## config.mk

```make
export PLATFORM = sky130hd
export DESIGN_NAME = dmxp_parser
export DESIGN_NICKNAME = d
export VERILOG_FILES = /design/src/sv/dmxp_pkg.sv /design/src/sv/dmxp_parser.sv
export SDC_FILE = /design/constraint.sdc
export NUM_CORES = 1
export LEC_CHECK = 0
export BUFFER_PORTS_ARGS = -buffer_cell sky130_fd_sc_hd__buf_2
export CELL_PAD_IN_SITES_DETAIL_PLACEMENT = 1
export CELL_PAD_IN_SITES_GLOBAL_PLACEMENT = 2
export CORE_MARGIN = 3
export CORE_UTILIZATION = 40
export CTS_BUF_LIST = sky130_fd_sc_hd__clkbuf_4
export CTS_CLUSTER_SIZE = 24
export DETAILED_ROUTE_END_ITERATION = 8
export GPL_TIMING_DRIVEN = 0
export PLACE_DENSITY_LB_ADDON = 0.25
export SLEW_MARGIN = 20
export SYNTH_ARGS = -nofsm -noshare
export SYNTH_HDL_FRONTEND = slang
export SYNTH_SLANG_ARGS = --single-unit
```

## constraint.sdc

```tcl
create_clock -name clk -period 8.62 [get_ports clk]
set_input_delay 1.293 -clock clk [delete_from_list [all_inputs] [get_ports clk]]
set_output_delay 1.293 -clock clk [all_outputs]
set_load 0.005 [all_outputs]
```

## src/sv/dmxp_pkg.sv

```systemverilog
// ----------------------------------------------------------------------------
// dmxp_pkg
// shared types and constants of the widget receive packet parser
// ----------------------------------------------------------------------------
package dmxp_pkg;

  localparam logic [7:0] START_BYTE_RESET = 8'd126;
  localparam logic [7:0] END_BYTE_RESET   = 8'd231;

  localparam logic [7:0] LBL_CONFIG = 8'd3;
  localparam logic [7:0] LBL_FRAME  = 8'd5;
  localparam logic [7:0] LBL_UPDATE = 8'd9;
  localparam logic [7:0] LBL_SERIAL = 8'd10;

  localparam int CONFIG_BYTES = 5;
  localparam int SERIAL_BYTES = 4;

  typedef enum logic [1:0] {
    CFG_FILTER = 2'd0,
    CFG_START  = 2'd1,
    CFG_END    = 2'd2
  } cfg_idx_t;

  typedef enum logic [2:0] {
    KIND_FRAME  = 3'd0,
    KIND_UPDATE = 3'd1,
    KIND_CONFIG = 3'd2,
    KIND_SERIAL = 3'd3,
    KIND_ERROR  = 3'd4,
    KIND_READ   = 3'd5
  } kind_t;

  typedef struct packed {
    logic       filter_enable;
    logic [7:0] start_byte;
    logic [7:0] end_byte;
  } cfg_t;

  typedef struct packed {
    kind_t       result_kind;
    logic        new_data;
    logic [7:0]  rx_quality;
    logic [7:0]  frame_start_code;
    logic [15:0] payload_length;
    logic [7:0]  firmware_major;
    logic [7:0]  firmware_minor;
    logic [7:0]  break_time;
    logic [7:0]  mark_after_break;
    logic [7:0]  frame_rate;
    logic [31:0] serial_number;
    logic [7:0]  channel_value;
  } result_t;

  typedef struct packed {
    logic    valid;
    logic    chan_rd;
    result_t res;
  } stage_t;

endpackage

```

## src/sv/dmxp_parser.sv

```systemverilog
// ----------------------------------------------------------------------------
// dmxp_parser
// packet state machine, slot address generation and result stage register
// ----------------------------------------------------------------------------
module dmxp_parser
  import dmxp_pkg::*;
#(
  parameter int UNIVERSE_CHANNELS = 512,
  parameter int MASK_BYTES = 5,
  parameter int AW = $clog2(UNIVERSE_CHANNELS + 1)
) (
  input  logic          clk,
  input  logic          rst_n,
  input  cfg_t          cfg,
  input  logic          accept,
  input  logic          adv,
  input  logic          command,
  input  logic [7:0]    rx_byte,
  input  logic [9:0]    channel_index,
  input  logic [7:0]    rd_data,
  output logic          mem_rd_en,
  output logic          mem_we,
  output logic [AW-1:0] mem_addr,
  output logic [7:0]    mem_wdata,
  output stage_t        s2
);

  localparam int MW = 8 * MASK_BYTES;
  localparam int IW = $clog2(MW);
  localparam logic [15:0] UC16 = 16'(UNIVERSE_CHANNELS);
  localparam logic [11:0] UC12 = 12'(UNIVERSE_CHANNELS);
  localparam logic [9:0]  UC10 = 10'(UNIVERSE_CHANNELS);

  typedef enum logic [2:0] {
    PH_HUNT, PH_LABEL, PH_LEN_LO, PH_LEN_HI, PH_BODY, PH_END
  } phase_t;

  phase_t      phase_r, phase_nxt;
  logic [7:0]  label_r, label_nxt;
  logic [15:0] len_r, len_nxt;
  logic [15:0] pos_r, pos_nxt;
  logic [7:0]  quality_r, quality_nxt;
  logic        changed_r, changed_nxt;
  logic [7:0]  block_r, block_nxt;
  logic [MW-1:0] mask_r, mask_nxt;
  logic [39:0] cap_r, cap_nxt;
  logic [31:0] ser_r, ser_nxt;
  logic [7:0]  slot0_r, slot0_nxt;
  logic        pend_r, pend_nxt;
  logic [7:0]  pend_val_r, pend_val_nxt;
  stage_t      s2_r, s2_nxt;

  logic          changed_cur;
  logic [15:0]   fslot;
  logic [15:0]   pos_inc;
  logic [15:0]   len_full;
  logic [MW-1:0] low;
  logic [IW-1:0] bit_idx;
  logic [11:0]   uslot;
  logic          wr;
  logic [AW-1:0] waddr;
  result_t       res;
  logic          res_v;

  always_comb begin
    changed_cur = changed_r | (pend_r & (rd_data != pend_val_r));
    fslot    = pos_r - 16'd1;
    pos_inc  = pos_r + 16'd1;
    len_full = {rx_byte, len_r[7:0]};
    low      = mask_r & (~mask_r + MW'(1));
    bit_idx  = '0;
    for (int i = 0; i < MW; i++) begin
      if (low[i]) begin
        bit_idx = bit_idx | IW'(i);
      end
    end
    uslot = {1'b0, block_r, 3'b000} + 12'(bit_idx);

    phase_nxt    = phase_r;
    label_nxt    = label_r;
    len_nxt      = len_r;
    pos_nxt      = pos_r;
    quality_nxt  = quality_r;
    changed_nxt  = changed_cur;
    block_nxt    = block_r;
    mask_nxt     = mask_r;
    cap_nxt      = cap_r;
    ser_nxt      = ser_r;
    slot0_nxt    = slot0_r;
    pend_nxt     = 1'b0;
    pend_val_nxt = pend_val_r;

    wr        = 1'b0;
    waddr     = '0;
    mem_rd_en = 1'b0;
    res       = '0;
    res_v     = 1'b0;

    if (accept) begin
      if (command) begin
        mem_rd_en       = 1'b1;
        waddr           = channel_index[AW-1:0];
        res.result_kind = KIND_READ;
        res_v           = 1'b1;
      end else begin
        case (phase_r)
          PH_HUNT: begin
            if (rx_byte == cfg.start_byte) begin
              phase_nxt = PH_LABEL;
            end
          end
          PH_LABEL: begin
            label_nxt   = rx_byte;
            quality_nxt = '0;
            changed_nxt = 1'b0;
            block_nxt   = '0;
            mask_nxt    = '0;
            cap_nxt     = '0;
            ser_nxt     = '0;
            pos_nxt     = '0;
            phase_nxt   = PH_LEN_LO;
          end
          PH_LEN_LO: begin
            len_nxt   = {8'd0, rx_byte};
            phase_nxt = PH_LEN_HI;
          end
          PH_LEN_HI: begin
            len_nxt   = len_full;
            phase_nxt = (len_full == 16'd0) ? PH_END : PH_BODY;
          end
          PH_BODY: begin
            case (label_r)
              LBL_FRAME: begin
                if (pos_r == 16'd0) begin
                  quality_nxt = rx_byte;
                end else if (fslot <= UC16) begin
                  wr    = 1'b1;
                  waddr = fslot[AW-1:0];
                end
              end
              LBL_UPDATE: begin
                if (pos_r == 16'd0) begin
                  block_nxt = rx_byte;
                end else if (pos_r <= 16'(MASK_BYTES)) begin
                  for (int i = 0; i < MASK_BYTES; i++) begin
                    if (pos_r == 16'(i + 1)) begin
                      mask_nxt[8*i +: 8] = mask_r[8*i +: 8] | rx_byte;
                    end
                  end
                end else if (mask_r != '0) begin
                  mask_nxt = mask_r & ~low;
                  if (uslot <= UC12) begin
                    wr    = 1'b1;
                    waddr = uslot[AW-1:0];
                  end
                end
              end
              LBL_CONFIG: begin
                for (int i = 0; i < CONFIG_BYTES; i++) begin
                  if (pos_r == 16'(i)) begin
                    cap_nxt[8*i +: 8] = cap_r[8*i +: 8] | rx_byte;
                  end
                end
              end
              LBL_SERIAL: begin
                for (int i = 0; i < SERIAL_BYTES; i++) begin
                  if (pos_r == 16'(i)) begin
                    ser_nxt[8*(SERIAL_BYTES-1-i) +: 8] =
                      ser_r[8*(SERIAL_BYTES-1-i) +: 8] | rx_byte;
                  end
                end
              end
              default: begin
              end
            endcase
            pos_nxt = pos_inc;
            if (pos_inc == len_r) begin
              phase_nxt = PH_END;
            end
          end
          PH_END: begin
            phase_nxt          = PH_HUNT;
            res.payload_length = len_r;
            case (label_r)
              LBL_FRAME: begin
                res_v                = 1'b1;
                res.result_kind      = KIND_FRAME;
                res.new_data         = changed_cur & (~cfg.filter_enable |
                                       ((quality_r == 8'd0) & (slot0_r == 8'd0)));
                res.rx_quality       = quality_r;
                res.frame_start_code = slot0_r;
              end
              LBL_UPDATE: begin
                res_v           = 1'b1;
                res.result_kind = KIND_UPDATE;
                res.new_data    = 1'b1;
              end
              LBL_CONFIG: begin
                res_v                = 1'b1;
                res.result_kind      = KIND_CONFIG;
                res.firmware_minor   = cap_r[7:0];
                res.firmware_major   = cap_r[15:8];
                res.break_time       = cap_r[23:16];
                res.mark_after_break = cap_r[31:24];
                res.frame_rate       = cap_r[39:32];
              end
              LBL_SERIAL: begin
                res_v = 1'b1;
                if (rx_byte == cfg.end_byte) begin
                  res.result_kind   = KIND_SERIAL;
                  res.serial_number = ser_r;
                end else begin
                  res.result_kind = KIND_ERROR;
                end
              end
              default: begin
                res.payload_length = '0;
              end
            endcase
          end
          default: begin
            phase_nxt = PH_HUNT;
          end
        endcase
      end
    end

    if (wr) begin
      mem_rd_en    = 1'b1;
      pend_nxt     = 1'b1;
      pend_val_nxt = rx_byte;
      if (waddr == '0) begin
        slot0_nxt = rx_byte;
      end
    end

    s2_nxt = s2_r;
    if (accept && res_v) begin
      s2_nxt.valid   = 1'b1;
      s2_nxt.chan_rd = command & (channel_index <= UC10);
      s2_nxt.res     = res;
    end else if (adv) begin
      s2_nxt.valid = 1'b0;
    end
  end

  always_ff @(posedge clk) begin
    if (!rst_n) begin
      phase_r    <= PH_HUNT;
      label_r    <= '0;
      len_r      <= '0;
      pos_r      <= '0;
      quality_r  <= '0;
      changed_r  <= 1'b0;
      block_r    <= '0;
      mask_r     <= '0;
      cap_r      <= '0;
      ser_r      <= '0;
      slot0_r    <= '0;
      pend_r     <= 1'b0;
      s2_r.valid <= 1'b0;
    end else begin
      phase_r    <= phase_nxt;
      label_r    <= label_nxt;
      len_r      <= len_nxt;
      pos_r      <= pos_nxt;
      quality_r  <= quality_nxt;
      changed_r  <= changed_nxt;
      block_r    <= block_nxt;
      mask_r     <= mask_nxt;
      cap_r      <= cap_nxt;
      ser_r      <= ser_nxt;
      slot0_r    <= slot0_nxt;
      pend_r     <= pend_nxt;
      s2_r       <= s2_nxt;
    end
  end

  always_ff @(posedge clk) begin
    pend_val_r <= pend_val_nxt;
  end

  assign mem_we    = wr;
  assign mem_addr  = waddr;
  assign mem_wdata = rx_byte;
  assign s2        = s2_r;

endmodule
```

Word-level counts from Yosys, hierarchy flattened. Index checks and enable logic that the tools add are counted.

Register bits after elaboration: 299. Input port bits: 48. Output and inout bits: 138. Word-level logic and storage cells: 528.

Add/subtract/negate cells: 4. $lt $le $gt $ge: 4. Equal/unequal tests: 43. Mux-type cells: 381. Bitwise logic cells: 25. Reductions and logical operators: 33.

Operator list (count): 2-to-1 mux 40 bit (38); 2-to-1 mux 8 bit (112); 2-to-1 mux 32 bit (17); 2-to-1 mux 10 bit (46); 2-to-1 mux 108 bit (3); 2-to-1 mux 16 bit (16); 2-to-1 mux 105 bit (2); one-hot mux 40 bit (2 select lines) (2); bitwise OR 8 bit (14); bitwise AND 40 bit (2); 2-to-1 mux 5 bit (16); inverter 40 bit (2); 2-to-1 mux 3 bit (26); 2-to-1 mux 1 bit (75); one-hot mux 16 bit (2 select lines) (2); one-hot mux 32 bit (2 select lines) (1); AND reduction 5 bit (11); 2-to-1 mux 6 bit (8); adder 40 x 1 -> 40 bit (second input constant) (1); nonzero test 40 bit (1); != test 3 bit (second input constant) (12); AND reduction 7 bit (5); == test 16 x 2 -> 1 bit (second input constant) (2); == test 16 x 3 -> 1 bit (second input constant) (2); 41 further kinds (74).

Logic depth before layout (Yosys ltp). Gate-level depths: netlist of the first run.

Depth in word-level cells: 83. Mapped depth: 23.

Least setup slack after synthesis of the first run. Ideal clock, no wire load.

Path kind: register to output. Start: reg mask_r[0]. End: out mem_we. Arrival: 4.516 ns. Data required time: 7.327 ns. Setup slack: 2.811 ns. Stages on the path, launching flop included: 19. Buffers on the path: 3. Path through: dfxtp_1 -> or4_1 -> buf_2 -> or4_4 -> buf_6 -> or4_1 -> nor3_1 -> a31oi_1 -> o21ai_0 -> a311oi_1 -> o211ai_1 -> ha_1 -> a21o_1 -> a21oi_1 -> a21boi_0 -> a2111oi_1 -> buf_2 -> nor3_1 -> inv_1.

Longest elaborated chain between the ends: 80. Elaborated cells between the ends (all ways): 81. Those cells by class: add/sub (2); order compare (1); mux (75); bitwise (2); reduce/logical (1).

Ends and longest elaborated chain: start: declaration (RTL line dmxp_parser.sv:45) `logic [MW-1:0] mask_r, mask_nxt;`; start signal: assignment (RTL line dmxp_parser.sv:270) `mask_r <= mask_nxt;`; inverter 40 bit (RTL line dmxp_parser.sv:70) `low = mask_r & (~mask_r + MW'(1));`; adder 40 x 1 -> 40 bit (RTL line dmxp_parser.sv:70); bitwise AND 40 bit (RTL line dmxp_parser.sv:70); 2-to-1 mux 1 bit (RTL line dmxp_parser.sv:73) `if (low[i]) begin`; 2-to-1 mux 2 bit (2 in series) (RTL line dmxp_parser.sv:73); 2-to-1 mux 3 bit (4 in series) (RTL line dmxp_parser.sv:73); 2-to-1 mux 4 bit (8 in series) (RTL line dmxp_parser.sv:73); 2-to-1 mux 5 bit (16 in series) (RTL line dmxp_parser.sv:73); (+37 left out); 2-to-1 mux 1 bit * (RTL line dmxp_parser.sv:106) `case (phase_r)`; 2-to-1 mux 1 bit * (RTL line dmxp_parser.sv:100) `if (command) begin`; 2-to-1 mux 1 bit * (RTL line dmxp_parser.sv:99) `if (accept) begin`; 2-to-1 mux 1 bit * (RTL line dmxp_parser.sv:106); 2-to-1 mux 1 bit * (RTL line dmxp_parser.sv:100); 2-to-1 mux 1 bit * (RTL line dmxp_parser.sv:99); 2-to-1 mux 1 bit * (RTL line dmxp_parser.sv:100); 2-to-1 mux 1 bit * (2 in series) (RTL line dmxp_parser.sv:99); end: declaration (RTL line dmxp_parser.sv:22) `output logic mem_we,`.

Every way passes the cells marked *; elsewhere a longest branch is shown, timed or not. The select of a mux whose other input is x is not followed.

Worst setup path in the final report of the first run. Same ends and word-level chain as after synthesis.

==> results of run 1 <==
-- registers in the layout (all words and copies together) (netlist names), 3 cells and up --
name / count
quality_r: 8
cap_r: 40
pos_r: 16
s2: 110
ser_r: 32
block_r: 8
phase_r: 3
mask_r: 40
len_r: 16
pend_val_r: 8
label_r: 8
slot0_r: 8
-- synthesized netlist by cell type, types with 7 or more instances --
library cell	n	share of area [%]
a21oi_1	157	5.6
or3_1	20	0.89
and2_1	113	5.0
nor2b_1	8	0.35
nand2b_1	8	0.35
a31oi_1	26	1.2
or2_2	7	0.31
o21bai_1	7	0.37
xnor2_1	39	2.4
a211oi_1	16	0.85
o21ai_1	11	0.39
nand3_1	38	1.3
and3_1	16	0.71
edfxtp_1	117	25
xor2_1	24	1.5
o21ai_0	79	2.8
ha_1	8	0.71
or4_1	13	0.69
buf_4	16	0.85
nor4_1	41	1.8
nor3_1	35	1.2
nand2_1	89	2.4
o31ai_1	8	0.43
nand4_1	15	0.67
nor2_1	201	5.3
inv_1	17	0.45
clkbuf_1	94	2.5
dfxtp_1	182	26
a22oi_1	7	0.37
mux2i_1	24	1.7
o41ai_1	8	0.50
-- cell families (layout without fill, tap and decap cells) --
logic type	after synthesis	in the layout	share of synthesized area, %
mux	25	25	1.78
xor+xnor	63	63	3.91
compound gates	370	370	15.6
simple gates	634	634	23.0
other cells	1	10	0.0266
fa+ha+maj	9	9	0.852
buf+inv	136	461	4.13
flops	299	299	50.7
-- layout by cell type (no fill, tap or decap), types with 41 or more instances in the layout --
cell type / Yosys / layout
clkbuf_1: 94 / 93
dfxtp_1: 182 / 182
a21oi_1: 157 / 157
and2_1: 113 / 112
o21ai_0: 79 / 79
clkbuf_4: 0 / 128
nor2_1: 201 / 201
edfxtp_1: 117 / 117
nand2_1: 89 / 89
nor4_1: 41 / 41
buf_2: 4 / 179
-- final cells by class --
type                    instances  area share [%]
flip-flops and latches        299            42.7
multi-input cells            1109            38.2
clock buffers                 128            5.74
repair buffers                177            5.52
well taps                     455            3.40
plain buffers                 119            3.11
clock inverters                20           0.859
inverters                      17           0.381
diodes                          2          0.0299
-- worst min-delay path, cell delays in order, from the launching register on --
cell and delay [ps]:
dfxtp_1 300, nand2_1 50, o21bai_1 50
-- routing by layer --
metal	global-route usage, %	vias to the layer above	routed length, µm
li1	-	6093	-
met1	35.0	6497	22300
met2	44.1	338	24300
met3	3.86	94	2320
met4	9.91	0	1600
met5	0	-	0
-- power by group --
part | total [µW] | leakage (µW) | switching [µW] | internal [µW]
clock network | 1340 | 0.000658 | 608 | 736
registers | 1480 | 0.00254 | 3.33 | 1480
logic | 129 | 0.00350 | 88.8 | 40.4
total | 2950 | 0.00670 | 700 | 2250
-- stage by stage --
step	area (µm²)	setup WS [ps]	std cells	hold WS, ps	util [%]
after global routing	16700	211	2326	489	48.3
final	16700	441	2326	451	48.3
after CTS	16700	393	2324	460	48.3
after detailed placement	15600	1260	2176	449	45.1
after global placement	15600	1310	2174	438	45.0
after floorplan	14100	2810	1544	424	-
-- worst max-delay path by stage --
stage	endpoint	slack (ps)	start	cells past startpoint
final	mem_we	440	mask_r[0]$_SDFFE_PN0P_	20
after CTS	mem_we	390	mask_r[0]$_SDFFE_PN0P_	15
after detailed placement	mem_we	1260	mask_r[0]$_SDFFE_PN0P_	15
after global routing	mem_we	210	mask_r[0]$_SDFFE_PN0P_	20
after global placement	mem_we	1310	mask_r[0]$_SDFFE_PN0P_	15
after floorplan	mem_we	2810	mask_r[0]$_SDFFE_PN0P_	18
==> reports/qor.txt, run 1 <==
final setup fails: 0
clk sinks: 299
gpl congestion: 0.941
period utilisation layout: 94.9%
die width: 194 µm
CP Cell Sequence: or4_1 > buf_2 > or4_4 > buf_6 > or4_1 > nor3_1 > a31oi_1 > o21ai_0 > a311oi_1 > o21ai_0 > ha_1 > fa_1 > a21oi_1 > o21bai_1 > a21boi_0 > a2111oi_1 > buf_2 > nor3_1 > inv_1 > buf_2
worst slew pin tran: 1210 ps
Reg area: 7160 µm²
hold path depth: 2
max_cap viols: 0
YS warnings: 0
Critical Path Source Type: flip-flop
footprint of the multi-input gates: 6400 µm²
number of synthesized flops with an enable pin: 117
DP HPWL: 36.7 mm
iteration-0 DRC count of the detailed router: 776
Worst Hold Launch: s2[117]$_SDFFE_PN0P_
Crit Reg-Reg Startpoint: mask_r[0]$_SDFFE_PN0P_
gr ovfl total: 0
chip height: 194 µm
run status: finished clean
hold_buf cts: 0
drt via density: 5.60
WHS Endpoint: s2[117]$_SDFFE_PN0P_
global-route wire length before repair: 78.3 mm
post-CTS sizing: 0
CP endpoint kind: output port
Mapped Area: 14100 µm²
Max clock buf depth: 3
CTS clock-pin slew for the worst setup and hold paths: 60 ps
final wirelength: 50.5 mm
Clk Latency, worst-skew pair: 790 ps
CP delay by family, top: simple AND/OR/NAND/NOR gates
Final min period: 8180 ps
DRC errors left: 0
largest net degree at the start of global routing: 51
Worst Hold Class: flip-flop to flip-flop
die area: 37600 µm²
final max-slew violation count: 0
routed via count: 13022
first drt pass iteration count: 5
Cell Pwr Density: 176 nW/µm²
Worst Path Arrival: 6890 ps
Hold Fails Final Rpt: 0
LEAKAGE: 0.00670 µW
gr usage total: 26.4%
Max Clock Skew: 78.2 ps
worst reg2reg setup slack: 2180 ps
CP max stage cell: nor3_1
core outline area: 34600 µm²
vias in the first global route: 13346
NumNets Final: 1862
Initial Utilization: 40.7%
CP bufs+invs: 5
Primary FF master, synth: dfxtp_1
cells after synthesis: 1537
CTS tree: built
CTS Buf Count: 82
Yosys cell types: 75
Crit Path Max Fanout: 10
Worst Reg-to-Reg Cells: 21
initial antenna violation count: 1
worst setup path class: flip-flop to output port
Root Driver: clkbuf_4
WL/cell: 21.7 µm
r2r endpoint: slot0_r[2]$_SDFFE_PN0P_
# IOs: 186
Max Clk Rate: 122 MHz
Slew HR: 18.5%
H-tree depth: 3
share of synthesized registers carrying an async set or reset: 0%
critical path's largest stage delay: 670 ps
Area Growth Syn to Fin: 18.7%
most used cell, CP: buf_2
Fillers: 4137
antenna violation net count after detailed routing: 0
Post-CTS Setup Bufs: 0
RSZ-0062 raised after global routing: false
layout cell share with drive strength beyond 1: 19.0%
Peak VDD IR: 0.000116 V
FP Rows: 68
Buffers on Ports: 175
Synth Register Bits: 299
total power: 2950 µW
sequential element share of the synthesized area: 50.7%
TNS Setup: 0 ps
Worst Path Required: 7330 ps
Avg Cell Area, Syn: 9.18 µm²
No activity file was read; power rests on OpenSTA's default activity.
==> inputs of run 2 (changes only) <==
CORE_UTILIZATION = 33   (was 40)
clock period = 6.9 ns   (was 8.62 ns; I/O delays follow)
==> reports/qor.txt, run 2 (synthesized netlist as in run 1, its figures left out) <==
run status: finished clean
max reg flops: 110
Inst Count DP: 2260
most frequent cells in the layout: nor2_1, dfxtp_1, buf_2
DRC errors left: 0
worst reg2reg setup slack: 1160 ps
WHS Endpoint: s2[117]$_SDFFE_PN0P_
Crit Path Max Fanout: 8
iteration-0 DRC count of the detailed router: 892
Fillers: 5026
Final min period: 6770 ps
Slew HR: 27.3%
WL/cell: 22.0 µm
routed via count: 13107
layout cell share with drive strength beyond 1: 21.6%
final wirelength: 53.5 mm
fin cells: 2433
Worst Reg-to-Reg Cells: 17
CTS Buf Count: 84
worst setup path class: flip-flop to output port
first drt pass iteration count: 5
gr ovfl total: 0
CP endpoint kind: output port
final setup fails: 0
Clk Latency, worst-skew pair: 820 ps
FP Rows: 75
die width: 213 µm
total power: 3690 µW
Initial Utilization: 33.6%
Worst Path Required: 5860 ps
worst slew pin tran: 1090 ps
# IOs: 186
Max clock buf depth: 3
TNS Setup: 0 ps
largest net degree at the start of global routing: 55
Hold Fails Final Rpt: 0
max_cap viols: 0
CTS tree: built
Worst Hold Launch: adv
Critical Path Source Type: flip-flop
vias in the first global route: 13525
r2r endpoint: slot0_r[6]$_SDFFE_PN0P_
period utilisation layout: 98.1%
clock power share: 45.7%
LEAKAGE: 0.00694 µW
Root Driver: clkbuf_4
gr usage total: 23.5%
DP HPWL: 38.7 mm
Cell Pwr Density: 215 nW/µm²
die area: 45300 µm²
most common cell after layout, fill and taps aside: nor2_1
H-tree depth: 3
global-route wire length before repair: 81.0 mm
Worst Path Arrival: 5730 ps
core outline area: 42000 µm²
NumNets Final: 1881
Worst Hold Slack: 412 ps
sequential share of power: 49.9%
gpl congestion: 0.921
clk sinks: 299
CTS clock-pin slew for the worst setup and hold paths: 70 ps
Area Growth Syn to Fin: 22.0%
hold_buf cts: 0
Critical Path Source: mask_r[3]$_SDFFE_PN0P_
initial antenna violation count: 3
Max Clock Skew: 39.0 ps
RSZ-0062 raised after global routing: true
Buffers on Ports: 175
hold path depth: 2
switch share: 24.9%
antenna violation net count after detailed routing: 0
Worst Hold Class: primary input to flip-flop
Logic pwr share: 4.4%
Max Clk Rate: 148 MHz
footprint of the multi-input gates: 6600 µm²
drt via density: 5.39
Switch Pwr: 919 µW
Cell Int Power: 2780 µW
Crit Reg-Reg Startpoint: mask_r[3]$_SDFFE_PN0P_
chip height: 213 µm
Reg area: 7160 µm²
Peak VDD IR: 0.000168 V
final max-slew violation count: 0
-- run 2: cell types whose count changed in the layout (fill, tap and decap cells not counted), moves of 3 or more --
cell      previous run  this run
buf_4               16        34
clkbuf_1            93        90
clkbuf_2             1         4
clkinv_1            13        16
clkinv_2             1         4
dfxtp_1            182       178
dfxtp_2              0         3
nor3_1              35        32
o21ai_0             79        76
or4_1               13        10
or4_4                1         4
-- run 2: timing repair --
item,CTS,global route
setup endpoints to repair,10,8
gates resized for setup,34,21
buffers inserted,7,11
pin swaps,11,14
-- run 2: routing by layer --
| metal | routed length (µm) | vias to the layer above | GRT usage, % |
|---|---|---|---|
| li1 | - | 6133 | - |
| met1 | 23700 | 6527 | 30.9 |
| met2 | 25300 | 326 | 37.9 |
| met3 | 2350 | 121 | 4.78 |
| met4 | 2140 | 0 | 9.77 |
| met5 | 0 | - | 0 |
-- run 2: metrics by stage --
step                      util (%)  area (µm²)  worst slack, ps
after global placement        37.3       15700             -231
after detailed placement      37.4       15700             -255
final                         40.9       17200              134
after floorplan                  -       14100             1350
after global routing          40.9       17200            -59.8
after CTS                     40.5       17000            -3.18
-- run 2: cell type report --
class	instances	share of cell area [%]
clock inverter	25	0.807
multi-input combinational	1109	38.3
antenna	3	0.0436
timing repair buffer	195	6.17
clock buffer	128	5.58
sequential	299	41.6
buffer	118	3.08
tap	539	3.92
inverter	17	0.443
-- run 2: power by group through the flow --
stage | sequential (µW) | clock [µW] | combinational [µW]
3_5_place_dp | 1880 | 0 | 163
5_1_grt | 1840 | 1850 | 175
2_1_floorplan | 1890 | 0 | 67.7
6_report | 1840 | 1690 | 162
3_3_place_gp | 1890 | 0 | 158
4_1_cts | 1840 | 1740 | 163
-- run 2: worst max-delay path by stage --
stage,slack [ps],cells past startpoint,end
4_1_cts,-3,22,mem_we
5_1_grt,-60,21,mem_rd_en
3_5_place_dp,-260,15,mem_we
6_report,130,14,mem_addr[9]
3_3_place_gp,-230,15,mem_we
2_1_floorplan,1350,18,mem_we
-- run 2: critical path, cell delays in order, from the launching register on --
cell and delay (ps):
dfxtp_2 340, or4_4 610, or4_4 530, buf_12 150
or4_4 560, o311ai_1 630, ha_1 420, a21oi_2 270
nand2b_4 190, xnor2_2 100, nor3_2 240, o2111ai_4 210
o41ai_4 410, a21o_1 140, buf_2 110
==> inputs of run 3 (changes only) <==
RECOVER_POWER = 100   (was default)
==> reports/qor.txt, run 3 (synthesized netlist as in run 1, its figures left out) <==
max_cap viols: 2
layout cell share with drive strength beyond 1: 16.8%
total power: 3690 µW
run status: finished, violations left
max reg flops: 110
Root Driver: clkbuf_4
most used cell, CP: or4_4
CP delay by family, top: simple AND/OR/NAND/NOR gates
FP Rows: 75
CTS clock-pin slew for the worst setup and hold paths: 70 ps
Slew HR: -115%
Critical Path Source Type: flip-flop
final setup fails: 0
Area after DPL: 15700 µm²
worst setup path class: flip-flop to output port
DRC errors left: 0
GR Util met3: 4.78%
die width: 213 µm
routed via count: 13099
CP bufs+invs: 3
final max-slew violation count: 63
Worst Hold Class: primary input to flip-flop
gr usage total: 23.5%
Hold Fails Final Rpt: 0
first drt pass iteration count: 5
WL/cell: 22.0 µm
global-route wire length before repair: 81.0 mm
worst slew pin tran: 3220 ps
Buffers on Ports: 175
TNS Setup: 0 ps
iteration-0 DRC count of the detailed router: 829
Clk Latency, worst-skew pair: 820 ps
LEAKAGE: 0.00657 µW
Worst Path Arrival: 5720 ps
die area: 45300 µm²
Worst Hold Launch: adv
Inst Count DP: 2260
violated checks: capacitance limit, slew limit
Max Clk Rate: 148 MHz
Crit Reg-Reg Startpoint: mask_r[3]$_SDFFE_PN0P_
Final min period: 6760 ps
met1 GRT Util: 30.9%
CTS Buf Count: 84
period utilisation layout: 97.9%
vias in the first global route: 13525
fin cells: 2433
global-route layer with the greatest usage: met2
# IOs: 186
Crit Path Max Fanout: 8
most frequent cells in the layout: nor2_1, clkbuf_1, dfxtp_1
Design Area, Final: 17100 µm²
NumNets Final: 1881
CTS tree: built
Initial Utilization: 33.6%
RSZ-0062 raised after global routing: true
most common cell after layout, fill and taps aside: nor2_1
Peak VDD IR: 0.000167 V
Max Clock Skew: 44.4 ps
CP max stage cell: o311ai_1
CP endpoint kind: output port
DP HPWL: 38.7 mm
chip height: 213 µm
H-tree depth: 3
critical path's largest stage delay: 630 ps
Area Growth Syn to Fin: 21.0%
initial antenna violation count: 3
antenna violation net count after detailed routing: 0
final wirelength: 53.5 mm
Fillers: 5076
Cell Pwr Density: 216 nW/µm²
core outline area: 42000 µm²
largest net degree at the start of global routing: 55
Worst Path Required: 5860 ps
gr ovfl total: 0
gpl congestion: 0.921
hold_buf cts: 0
met2 Resource Use GR: 37.9%
drt via density: 5.38
CP Cell Sequence: or4_4 > or4_4 > buf_12 > or4_4 > o311ai_1 > ha_1 > a21oi_2 > nand2b_4 > xnor2_2 > nor3_2 > o2111ai_4 > nor4_4 > nor3_2 > buf_6 > nand2_2 > buf_2
Critical Path Source: mask_r[3]$_SDFFE_PN0P_
clk sinks: 299
Max clock buf depth: 3
==> run 3: cell count changes in the layout (fill, tap and decap cells not counted), sizes merged <==
cell / delta
clkbuf: +96
buf: -96
==> run 3: repair_timing <==
action,in CTS,in global routing
endpoints found under the setup margin,10,8
gates resized for setup,34,21
buffers inserted,7,11
pin swaps,11,14
==> run 3: worst paths after layout <==
path                                  end  slack, ps  cells past startpoint
hold reg to reg      s2[117]$_SDFFE_PN0P_        460                      2
setup / recovery                mem_rd_en        140                     16
hold / removal       s2[117]$_SDFFE_PN0P_        410                      2
setup reg to reg  slot0_r[6]$_SDFFE_PN0P_       1170                     18
==> run 3: power by group <==
group	internal [µW]	switching (µW)	leakage, µW
Clock	887	804	0.000657
Combinational	45.0	113	0.00332
Sequential	1840	3.98	0.00260
Total	2770	920	0.00657
==> run 3: layout make-up <==
type / instances / area, µm² / area share [%]
clock inverter: 25 / 139 / 0.814
sequential: 299 / 7160 / 42.0
tap: 539 / 674 / 3.95
inverter: 17 / 76.3 / 0.447
timing repair buffer: 195 / 930 / 5.45
buffer: 118 / 531 / 3.11
multi-input combinational: 1109 / 6580 / 38.6
clock buffer: 128 / 961 / 5.63
antenna: 3 / 7.51 / 0.0440
==> run 3: metrics by stage <==
stage          utilization, %  hold WS [ps]  setup slack (ps)
2_1_floorplan               -           424              1350
3_3_place_gp             37.3           438              -231
3_5_place_dp             37.4           447              -255
4_1_cts                  40.5           333             -3.18
5_1_grt                  40.6           348             -59.8
6_report                 40.6           407               142
==> run 3: worst reg2reg max path, delay by kind of cell, from the launching register on <==
family                     cells  cell delay [ps]
and+or+nand+nor                5             2210
adders and majority gates      1              420
AOI/OAI and AO/OA              7             1770
DFF                            1              340
muxes                          1              140
buffers and inverters          4              700
==> run 3: layer usage <==
metal	up-vias	wire length, µm
met5	-	0
met2	348	25300
met3	117	2590
met4	0	2120
li1	6130	-
met1	6504	23500
